### config.mk
export PLATFORM = sky130hd
export DESIGN_NAME = status_led_pattern_controller
export DESIGN_NICKNAME = d
export VERILOG_FILES = /design/src/rtl/slpc_pkg.sv /design/src/rtl/slpc_regs.sv /design/src/rtl/slpc_engine.sv /design/src/rtl/status_led_pattern_controller.sv
export VERILOG_INCLUDE_DIRS = /design/src /design/src/rtl
export SDC_FILE = /design/constraint.sdc
export NUM_CORES = 1
export LEC_CHECK = 0
export ABC_AREA = 1
export CORE_MARGIN = 5
export CORE_UTILIZATION = 45
export CTS_CLUSTER_DIAMETER = 150
export CTS_CLUSTER_SIZE = 24
export DETAILED_ROUTE_END_ITERATION = 8
export DONT_BUFFER_PORTS = 1
export GPL_TIMING_DRIVEN = 0
export SLEW_MARGIN = 10
export SYNTH_ARGS = -nofsm -noshare
export SYNTH_HDL_FRONTEND = slang
export SYNTH_SLANG_ARGS = --single-unit
### constraint.sdc
create_clock -name i_clk -period 7.43 [get_ports i_clk]
set_input_delay 0.743 -clock i_clk [delete_from_list [all_inputs] [get_ports i_clk]]
set_output_delay 0.743 -clock i_clk [all_outputs]
set_load 0.05 [all_outputs]
### src/rtl/status_led_pattern_controller_defines.svh
// assertion macros shared by the status led pattern controller rtl
// expects i_clk and i_rst_n in the scope of every use
`ifndef STATUS_LED_PATTERN_CONTROLLER_DEFINES_SVH
`define STATUS_LED_PATTERN_CONTROLLER_DEFINES_SVH

// same-cycle implication, disabled while reset is asserted
`define SLPC_ASSERT_SAME(label, ante, cons, msg) \
    label: assert property (@(posedge i_clk) disable iff (!i_rst_n) (ante) |-> (cons)) \
        else $error(msg);

// next-cycle implication, disabled while reset is asserted
`define SLPC_ASSERT_NEXT(label, ante, cons, msg) \
    label: assert property (@(posedge i_clk) disable iff (!i_rst_n) (ante) |=> (cons)) \
        else $error(msg);

`endif

### src/rtl/slpc_pkg.sv
// shared types, codes and constants of the status led pattern controller
// no dependencies
`default_nettype none

package slpc_pkg;

    localparam int unsigned ADDR_W = 5;
    localparam int unsigned DATA_W = 32;

    typedef enum logic [2:0] {
        PAT_NONE  = 3'd0,
        PAT_SOLID = 3'd1,
        PAT_BLINK = 3'd2,
        PAT_PULSE = 3'd3,
        PAT_FLASH = 3'd4
    } t_pattern;

    typedef enum logic [1:0] {
        ST_STARTUP   = 2'd0,
        ST_GPS_SEARCH = 2'd1,
        ST_GPS_LOCK  = 2'd2,
        ST_OTHER     = 2'd3
    } t_sys_state;

    typedef enum logic [2:0] {
        REG_BLINK_PERIOD   = 3'd0,
        REG_FADE_PERIOD    = 3'd1,
        REG_FADE_STEP      = 3'd2,
        REG_FULL_LEVEL     = 3'd3,
        REG_FLASH_LENGTH   = 3'd4
    } t_reg_idx;

    localparam logic [23:0] COL_BLUE   = 24'h0000FF;
    localparam logic [23:0] COL_GREEN  = 24'h00FF00;
    localparam logic [23:0] COL_RED    = 24'hFF0000;
    localparam logic [23:0] COL_AMBER  = 24'hFFBF00;
    localparam logic [23:0] COL_CYAN   = 24'h00BFFF;
    localparam logic [23:0] COL_ORANGE = 24'hFF8000;
    localparam logic [23:0] COL_BLACK  = 24'h000000;

    localparam logic [15:0] RST_BLINK_PERIOD   = 16'd1000;
    localparam logic [15:0] RST_FADE_PERIOD    = 16'd20;
    localparam logic [7:0]  RST_FADE_STEP      = 8'd2;
    localparam logic [7:0]  RST_FULL_LEVEL     = 8'd50;
    localparam logic [15:0] RST_FLASH_LENGTH   = 16'd200;

    typedef struct packed {
        logic [15:0] blink_period;
        logic [15:0] fade_period;
        logic [7:0]  fade_step;
        logic [7:0]  full_level;
        logic [15:0] flash_length;
    } t_cfg;

    typedef struct packed {
        logic [3:0] error_flags;
        logic [3:0] warning_flags;
        logic [2:0] event_flags;
        logic [1:0] system_state;
    } t_item;

    typedef struct packed {
        logic [23:0] led_color;
        logic [7:0]  led_level;
    } t_result;

endpackage

`default_nettype wire

### src/rtl/slpc_regs.sv
// apb configuration registers of the status led pattern controller
// depends on slpc_pkg
`default_nettype none

module slpc_regs (
    input  wire logic                        i_clk,
    input  wire logic                        i_rst_n,
    input  wire logic                        psel,
    input  wire logic                        penable,
    input  wire logic                        pwrite,
    input  wire logic [slpc_pkg::ADDR_W-1:0] paddr,
    input  wire logic [slpc_pkg::DATA_W-1:0] pwdata,
    output logic      [slpc_pkg::DATA_W-1:0] prdata,
    output logic                             pready,
    output slpc_pkg::t_cfg                   o_cfg
);
    import slpc_pkg::*;

    t_cfg     r_cfg;
    t_cfg     n_cfg;
    t_reg_idx idx;
    logic     wr_en;

    assign idx    = t_reg_idx'(paddr[ADDR_W-1:2]);
    assign wr_en  = psel && penable && pwrite;
    assign pready = 1'b1;
    assign o_cfg  = r_cfg;

    always_comb begin
        n_cfg = r_cfg;
        if (wr_en) begin
            case (idx)
                REG_BLINK_PERIOD:   n_cfg.blink_period   = pwdata[15:0];
                REG_FADE_PERIOD:    n_cfg.fade_period    = pwdata[15:0];
                REG_FADE_STEP:      n_cfg.fade_step      = pwdata[7:0];
                REG_FULL_LEVEL:     n_cfg.full_level     = pwdata[7:0];
                REG_FLASH_LENGTH:   n_cfg.flash_length   = pwdata[15:0];
                default:            n_cfg = r_cfg;
            endcase
        end
    end

    always_comb begin
        case (idx)
            REG_BLINK_PERIOD:   prdata = {16'd0, r_cfg.blink_period};
            REG_FADE_PERIOD:    prdata = {16'd0, r_cfg.fade_period};
            REG_FADE_STEP:      prdata = {24'd0, r_cfg.fade_step};
            REG_FULL_LEVEL:     prdata = {24'd0, r_cfg.full_level};
            REG_FLASH_LENGTH:   prdata = {16'd0, r_cfg.flash_length};
            default:            prdata = '0;
        endcase
    end

    always_ff @(posedge i_clk) begin
        if (!i_rst_n) begin
            r_cfg.blink_period   <= RST_BLINK_PERIOD;
            r_cfg.fade_period    <= RST_FADE_PERIOD;
            r_cfg.fade_step      <= RST_FADE_STEP;
            r_cfg.full_level     <= RST_FULL_LEVEL;
            r_cfg.flash_length   <= RST_FLASH_LENGTH;
        end else begin
            r_cfg <= n_cfg;
        end
    end

endmodule

`default_nettype wire

### src/rtl/slpc_engine.sv
// indication state and per-tick pattern logic of the status led pattern controller
// depends on slpc_pkg and status_led_pattern_controller_defines.svh
`default_nettype none
`include "status_led_pattern_controller_defines.svh"

module slpc_engine (
    input  wire logic            i_clk,
    input  wire logic            i_rst_n,
    input  wire logic            i_fire,
    input  slpc_pkg::t_item      i_item,
    input  slpc_pkg::t_cfg       i_cfg,
    output logic                 o_res_valid,
    output slpc_pkg::t_result    o_res
);
    import slpc_pkg::*;

    // indication state
    logic [31:0] r_tick;
    t_pattern    r_pat;
    logic [23:0] r_col;
    logic [15:0] r_dur;
    logic [31:0] r_start;
    logic [31:0] r_blink_mark;
    logic [31:0] r_fade_mark;
    logic [7:0]  r_level;
    logic        r_rising;

    t_pattern    n_pat;
    logic [23:0] n_col;
    logic [15:0] n_dur;
    logic [31:0] n_start;
    logic [31:0] n_blink_mark;
    logic [31:0] n_fade_mark;
    logic [7:0]  n_level;
    logic        n_rising;

    logic [31:0] start_el;
    logic        hold;
    logic        expire;
    t_pattern    pat_c;
    logic [23:0] col_c;
    logic [15:0] dur_c;
    logic [31:0] start_c;

    logic        sel_valid;
    t_pattern    sel_pat;
    logic [23:0] sel_col;
    logic [15:0] sel_dur;
    logic        restart;

    logic [7:0]  lvl_s;
    logic        rise_s;
    logic [31:0] blink_el;
    logic [31:0] fade_el;
    logic [31:0] flash_el;
    logic [8:0]  up_sum;

    // a running flash holds, an expired one clears
    always_comb begin
        start_el = r_tick - r_start;
        hold     = (r_dur != 16'd0) && (start_el < {16'd0, r_dur});
        expire   = (r_dur != 16'd0) && !hold;
        pat_c    = expire ? PAT_NONE : r_pat;
        col_c    = expire ? COL_BLACK : r_col;
        dur_c    = expire ? 16'd0 : r_dur;
        start_c  = expire ? 32'd0 : r_start;
    end

    // priority pick: errors, warnings, events, then system state
    always_comb begin
        sel_valid = 1'b1;
        sel_pat   = PAT_SOLID;
        sel_col   = COL_BLACK;
        sel_dur   = 16'd0;
        if (i_item.error_flags != 4'd0) begin
            sel_col = COL_RED;
            if (i_item.error_flags[0])      sel_pat = PAT_SOLID;
            else if (i_item.error_flags[1]) sel_pat = PAT_BLINK;
            else if (i_item.error_flags[2]) sel_pat = PAT_PULSE;
            else                            sel_valid = 1'b0;
        end else if (i_item.warning_flags != 4'd0) begin
            sel_col = COL_AMBER;
            if (i_item.warning_flags[0])      sel_pat = PAT_SOLID;
            else if (i_item.warning_flags[1]) sel_pat = PAT_BLINK;
            else if (i_item.warning_flags[2]) sel_pat = PAT_PULSE;
            else                              sel_valid = 1'b0;
        end else if (i_item.event_flags != 3'd0) begin
            sel_pat = PAT_FLASH;
            sel_dur = i_cfg.flash_length;
            if (i_item.event_flags[0])      sel_col = COL_ORANGE;
            else if (i_item.event_flags[1]) sel_col = COL_CYAN;
            else                            sel_valid = 1'b0;
        end else begin
            case (t_sys_state'(i_item.system_state))
                ST_STARTUP: begin
                    sel_pat = PAT_SOLID;
                    sel_col = COL_BLUE;
                end
                ST_GPS_SEARCH: begin
                    sel_pat = PAT_PULSE;
                    sel_col = COL_BLUE;
                end
                ST_GPS_LOCK: begin
                    sel_pat = PAT_SOLID;
                    sel_col = COL_GREEN;
                end
                default: begin
                    sel_pat = PAT_SOLID;
                    sel_col = COL_BLACK;
                end
            endcase
        end
    end

    // restart phase only on a different indication
    always_comb begin
        restart = !hold && sel_valid
                  && ((sel_pat != pat_c) || (sel_col != col_c) || (sel_dur != dur_c));
        n_pat        = restart ? sel_pat : pat_c;
        n_col        = restart ? sel_col : col_c;
        n_dur        = restart ? sel_dur : dur_c;
        n_start      = restart ? r_tick : start_c;
        lvl_s        = restart ? 8'd0 : r_level;
        rise_s       = restart ? 1'b1 : r_rising;
        blink_el     = restart ? 32'd0 : (r_tick - r_blink_mark);
        fade_el      = restart ? 32'd0 : (r_tick - r_fade_mark);
        flash_el     = restart ? 32'd0 : (r_tick - start_c);
    end

    // drive the led from the active pattern
    always_comb begin
        n_blink_mark = restart ? r_tick : r_blink_mark;
        n_fade_mark  = restart ? r_tick : r_fade_mark;
        n_level      = lvl_s;
        n_rising     = rise_s;
        o_res_valid  = 1'b0;
        o_res.led_color = n_col;
        o_res.led_level = i_cfg.full_level;
        up_sum       = {1'b0, lvl_s} + {1'b0, i_cfg.fade_step};
        case (n_pat)
            PAT_SOLID: begin
                o_res_valid = 1'b1;
            end
            PAT_BLINK: begin
                if (blink_el >= {16'd0, i_cfg.blink_period}) begin
                    n_blink_mark = r_tick;
                    n_level      = (lvl_s == 8'd0) ? i_cfg.full_level : 8'd0;
                    o_res_valid  = 1'b1;
                end
            end
            PAT_PULSE: begin
                if (fade_el >= {16'd0, i_cfg.fade_period}) begin
                    n_fade_mark = r_tick;
                    o_res_valid = 1'b1;
                    if (rise_s) begin
                        if (up_sum > {1'b0, i_cfg.full_level}) begin
                            n_level  = i_cfg.full_level;
                            n_rising = 1'b0;
                        end else begin
                            n_level = up_sum[7:0];
                        end
                    end else begin
                        if (lvl_s < i_cfg.fade_step) begin
                            n_level  = 8'd0;
                            n_rising = 1'b1;
                        end else begin
                            n_level = lvl_s - i_cfg.fade_step;
                        end
                    end
                end
            end
            PAT_FLASH: begin
                o_res_valid = flash_el < {16'd0, n_dur};
            end
            default: begin
                o_res_valid = 1'b0;
            end
        endcase
        if (n_pat == PAT_BLINK || n_pat == PAT_PULSE) begin
            o_res.led_level = n_level;
        end
    end

    always_ff @(posedge i_clk) begin
        if (!i_rst_n) begin
            r_tick       <= 32'd0;
            r_pat        <= PAT_NONE;
            r_col        <= COL_BLACK;
            r_dur        <= 16'd0;
            r_start      <= 32'd0;
            r_blink_mark <= 32'd0;
            r_fade_mark  <= 32'd0;
            r_level      <= 8'd0;
            r_rising     <= 1'b1;
        end else if (i_fire) begin
            r_tick       <= r_tick + 32'd1;
            r_pat        <= n_pat;
            r_col        <= n_col;
            r_dur        <= n_dur;
            r_start      <= n_start;
            r_blink_mark <= n_blink_mark;
            r_fade_mark  <= n_fade_mark;
            r_level      <= n_level;
            r_rising     <= n_rising;
        end
    end

    `SLPC_ASSERT_SAME(a_dur_only_flash, r_dur != 16'd0, r_pat == PAT_FLASH, "timed non-flash")
    `SLPC_ASSERT_SAME(a_none_dark, r_pat == PAT_NONE, {r_col, r_dur} == 40'd0, "no pattern lit")
    `SLPC_ASSERT_NEXT(a_tick_adv, i_fire, r_tick == $past(r_tick) + 32'd1, "tick did not advance")

endmodule

`default_nettype wire

### src/rtl/status_led_pattern_controller.sv
// top level of the status led pattern controller: input register, engine, result register
// depends on slpc_pkg, slpc_regs, slpc_engine and status_led_pattern_controller_defines.svh
// a tick waits in the input register until the result register is free or draining, then
// a tick with a led write loads it and raises o_valid; throughput: one tick per cycle while
// no led write stalls; a stalled one holds the tick behind it: two transactions at most
// reset: synchronous active low; restores register defaults, clears tick time and indication
`default_nettype none
`include "status_led_pattern_controller_defines.svh"

module status_led_pattern_controller (
    input  wire logic                        i_clk,
    input  wire logic                        i_rst_n,
    // tick transaction in
    input  wire logic                        i_valid,
    output logic                             o_ready,
    input  wire logic [3:0]                  i_error_flags,
    input  wire logic [3:0]                  i_warning_flags,
    input  wire logic [2:0]                  i_event_flags,
    input  wire logic [1:0]                  i_system_state,
    // led write transaction out
    output logic                             o_valid,
    input  wire logic                        i_ready,
    output logic      [23:0]                 o_led_color,
    output logic      [7:0]                  o_led_level,
    // configuration port
    input  wire logic                        psel,
    input  wire logic                        penable,
    input  wire logic                        pwrite,
    input  wire logic [slpc_pkg::ADDR_W-1:0] paddr,
    input  wire logic [slpc_pkg::DATA_W-1:0] pwdata,
    output logic      [slpc_pkg::DATA_W-1:0] prdata,
    output logic                             pready
);
    import slpc_pkg::*;

    t_cfg    cfg;
    t_item   r_item;
    logic    r_in_valid;
    logic    n_in_valid;
    t_result r_res;
    logic    r_out_valid;
    logic    n_out_valid;
    t_result eng_res;
    logic    eng_res_valid;
    logic    in_accept;
    logic    fire;

    slpc_regs u_regs (
        .i_clk   (i_clk),
        .i_rst_n (i_rst_n),
        .psel    (psel),
        .penable (penable),
        .pwrite  (pwrite),
        .paddr   (paddr),
        .pwdata  (pwdata),
        .prdata  (prdata),
        .pready  (pready),
        .o_cfg   (cfg)
    );

    // the held tick is processed once the result register is free or draining;
    // a new tick enters in the same cycle, while a stalled result holds both
    assign fire      = r_in_valid && (!r_out_valid || i_ready);
    assign o_ready   = !r_in_valid || fire;
    assign in_accept = i_valid && o_ready;

    slpc_engine u_engine (
        .i_clk       (i_clk),
        .i_rst_n     (i_rst_n),
        .i_fire      (fire),
        .i_item      (r_item),
        .i_cfg       (cfg),
        .o_res_valid (eng_res_valid),
        .o_res       (eng_res)
    );

    always_comb begin
        n_in_valid  = in_accept ? 1'b1 : (fire ? 1'b0 : r_in_valid);
        n_out_valid = fire ? eng_res_valid : (r_out_valid && !i_ready);
    end

    // control state
    always_ff @(posedge i_clk) begin
        if (!i_rst_n) begin
            r_in_valid  <= 1'b0;
            r_out_valid <= 1'b0;
        end else begin
            r_in_valid  <= n_in_valid;
            r_out_valid <= n_out_valid;
        end
    end

    // payload registers, no reset
    always_ff @(posedge i_clk) begin
        if (in_accept) begin
            r_item.error_flags   <= i_error_flags;
            r_item.warning_flags <= i_warning_flags;
            r_item.event_flags   <= i_event_flags;
            r_item.system_state  <= i_system_state;
        end
        if (fire && eng_res_valid) begin
            r_res <= eng_res;
        end
    end

    assign o_valid     = r_out_valid;
    assign o_led_color = r_res.led_color;
    assign o_led_level = r_res.led_level;

    `SLPC_ASSERT_NEXT(a_in_taken, in_accept, r_in_valid, "accepted tick lost")
    `SLPC_ASSERT_NEXT(a_res_taken, fire && eng_res_valid, r_out_valid, "led write lost")
    `SLPC_ASSERT_NEXT(a_out_hold, r_out_valid && !i_ready, r_out_valid && $stable(r_res), "held write")

endmodule

`default_nettype wire

==> summary.txt <==
Outcome
  • Outcome: completed

Global routing
  • Global route hottest layer: met2
  • GRT Resource Usage Total: 26.7%
  • Met3 Usage GRT: 2.33%
  • Met1 usage: 34.9%
  • Initial antenna violation count: 1
  • Vias in the first global route: 21,600
  • Gr ovfl total: 0
  • Largest net degree at the start of global routing: 26
  • First-pass GRT wire length: 121,000 µm
  • Grt met2 use: 45.6%

Floorplan
  • Core box area: 0.0503 mm²
  • Die Span Y: 235 µm
  • Row cnt: 82
  • Die ar.: 0.0554 mm²
  • Initial Utilization: 45.5%
  • Top Ports: 124
  • Die W: 235 µm

STA
  • Final Hold Fails: 0
  • Unrepaired setup endpoints after global routing: true
  • Minimum clock period: 7.34 ns
  • Final period util: 98.8%
  • Slew Limit Fails: 0
  • Worst-margin pin slew: 1.35 ns
  • Final number of setup-violating endpoints: 0
  • Clock Skews: 0.0431 ns
  • Slew headroom: 11.8%
  • Sum of negative setup slack: 0 ns
  • Final worst-path setup slack: 0.0916 ns
  • Fmax: 136 MHz

Setup path
  • Slowest CP cell: dfxtp_4
  • CP max stage delay: 0.40 ns
  • R2R cell count: 54
  • Crit-path most repeated cell: buf_12
  • CP startpoint kind: register
  • Worst setup path class: reg -> reg
  • Critical path peak fanout: 5
  • Crit path from: u_engine.r_tick[0]$_SDFFE_PN0P_
  • Kind of end point of the critical path: register
  • FF-to-FF Start: u_engine.r_tick[0]$_SDFFE_PN0P_
  • CP arrival: 7.75 ns
  • Critical Path RT: 7.84 ns

Synth
  • Number of enable flip-flop cells after synthesis: 45
  • Post-Syn Area: 0.0229 mm²
  • Syn Inst Count: 3,463
  • Sequential cell area fraction in the yosys report: 27.4%
  • Yosys warnings: 0
  • Seq cells post-synth: 291
  • Dominant synthesized flop cell: dfxtp_1
  • Netlist cell types: 65
  • Post-Syn Area per Cell: 6.61 µm²
  • Async S/R FF share, synth: 0%

Run
  • Max cap viols: 0

Power and ir drop
  • Worst vdd ir: 0.117 mV
  • Leak: 12.9 nW
  • Pwr Density: 148 mW/mm²

Detailed routing
  • ANT nets after route: 0
  • Drt drc: 0
  • Post-DR wirelength/cell: 18.4 µm
  • Initial DRC count: 1,662
  • Final WL: 79,200 µm
  • Drt pass-1 iters: 6
  • Vias: 23,400
  • Vias per Instance: 5.43

Cells and area
  • Nets: 3,903
  • Most frequent cells in the layout: 681 x nand2_1, 590 x inv_1, 304 x a21oi_1
  • Antenna cells: 0
  • Final instance area: 0.0274 mm²
  • Layout cells sized above 1: 15.6%
  • Commonest non-fill, non-tap cell in the layout: nand2_1
  • Final std cells w/o fill: 4,312
  • Area growth, synth to finish: 19.9%
  • Final-layout fill cell count: 4,996
  • Sequential Area: 0.00636 mm²
  • Area of the multi-input gates: 0.0150 mm²

Clock tree
  • H-tree Lvls: 1
  • CTS Buf Count: 16
  • # clock sinks: 291
  • Root Buffer: clkbuf_16
  • Worst-Skew Late Latency: 0.55 ns
  • Worst-path clk slew: 0.11 ns
  • Post-CTS Hold Buffers: 0
  • CTS tree: done
  • CTS Buffer Depth: 3

Worst hold path
  • Hold Crit Class: in -> reg
  • Worst hold stages: 0
  • Hold_sp: i_error_flags[2]

Place
  • Detailed placement HPWL: 59,900 µm
  • DP Cell Count: 4,150
  • Port bufs: 0
  • Placement Setup Slack: -2.82 ns
  • Post-place instance area: 0.0238 mm²
  • Routability cong.: 0.950
through the flow:
| step | hold slack [ns] | utilization [%] | power, mW |
|---|---|---|---|
| floorplan | 0.428 | - | 2.53 |
| global placement | 0.443 | 47.3 | 2.77 |
| detailed placement | 0.454 | 47.3 | 2.79 |
| CTS | 0.270 | 52.6 | 3.96 |
| global route | 0.272 | 54.6 | 4.29 |
| finish | 0.288 | 54.6 | 4.07 |
layout make-up:
type / instances / area share [%]
multi-input combinational: 2434 / 54.7
sequential: 291 / 23.2
inverter: 632 / 8.77
timing repair buffer: 147 / 5.81
tap: 672 / 3.07
buffer: 110 / 2.70
clock buffer: 22 / 1.62
clock inverter: 3 / 0.0958
timing repair inverter: 1 / 0.0274
power by group:
| part | leakage [nW] | internal, mW | switching [mW] | total (mW) |
|---|---|---|---|---|
| Sequential | 2.46 | 1.67 | 0.0621 | 1.73 |
| Clock | 0.229 | 0.430 | 0.572 | 1.00 |
| Combinational | 10.2 | 0.523 | 0.812 | 1.33 |
metal layers:
metal	up-vias	share of wire, %	wire length, µm
met2	769	47	37400
li1	11700	-	-
met5	-	0	0
met1	10800	43	34300
met4	0	4.7	3720
met3	169	4.9	3860
Yosys cell counts (all sizes together) (3+ instances only):
library cell	instances	area, µm²
o21a	10	75.1
xnor2	32	280
nand4	41	257
edfxtp	45	1350
a221oi	4	35.0
o31ai	17	128
a21o	10	75.1
or2	6	37.5
buf	48	335
o41ai	3	26.3
o22ai	10	62.6
a21oi	359	1800
a21boi	8	60.1
clkinv	4	15.0
nor4	7	43.8
o211ai	35	263
nor3b	5	37.5
a31oi	13	81.3
nand3	131	701
clkbuf	73	274
inv	628	2360
xor2	59	517
and2	3	18.8
fa	6	120
ha	207	2590
nor2	279	1100
a22oi	3	22.5
dfxtp	246	4920
nand2	735	2790
nor3	39	205
nand3b	7	52.6
o21bai	8	60.1
a211oi	6	45.0
o221ai	44	385
o21ai	315	1610
critical path: cells and delay by family (launching register included):
family	cells	cell delay, ns
and+or+nand+nor	24	2.54
buffers and inverters	15	1.64
AOI/OAI and AO/OA	10	1.39
adders and majority gates	4	1.00
DFF	1	0.40
xor gates and xnor gates	1	0.18
timing repair:
item,CTS,global route
pin swaps,63,103
resized for setup,282,244
endpoints found under the setup margin,114,114
cloned,15,3
setup buffers,97,42
path summary, 6_finish.rpt:
path,to,slack [ns]
max,u_engine.r_blink_mark[30]$_SDFFE_PN0P_,0.09
min,r_item[11]$_DFFE_PP_,0.29
min reg2reg,u_engine.r_blink_mark[31]$_SDFFE_PN0P_,0.47
max reg2reg,u_engine.r_blink_mark[30]$_SDFFE_PN0P_,0.09
kinds of logic (layout without fill, tap and decap cells):
group / Yosys count / in the layout / share of synthesized area, %
simple gates: 1256 / 1256 / 23.0
fa+ha+maj: 213 / 213 / 11.8
xor+xnor: 91 / 91 / 3.48
other cells: 2 / 17 / 0.0328
flops: 291 / 291 / 27.4
compound gates: 857 / 857 / 21.2
buf+inv: 753 / 915 / 13.1
state kept, by name, summed over array words and instances, names as in the netlist, 13 cells and up:
name,count
u_engine.r_dur,16
u_engine.r_tick,32
u_engine.r_blink_mark,32
o_led_color,24
u_regs.o_cfg,64
u_engine.r_fade_mark,32
u_engine.r_col,24
r_item,13
u_engine.r_start,32
Note: power is estimated with default switching activity, not from simulation.
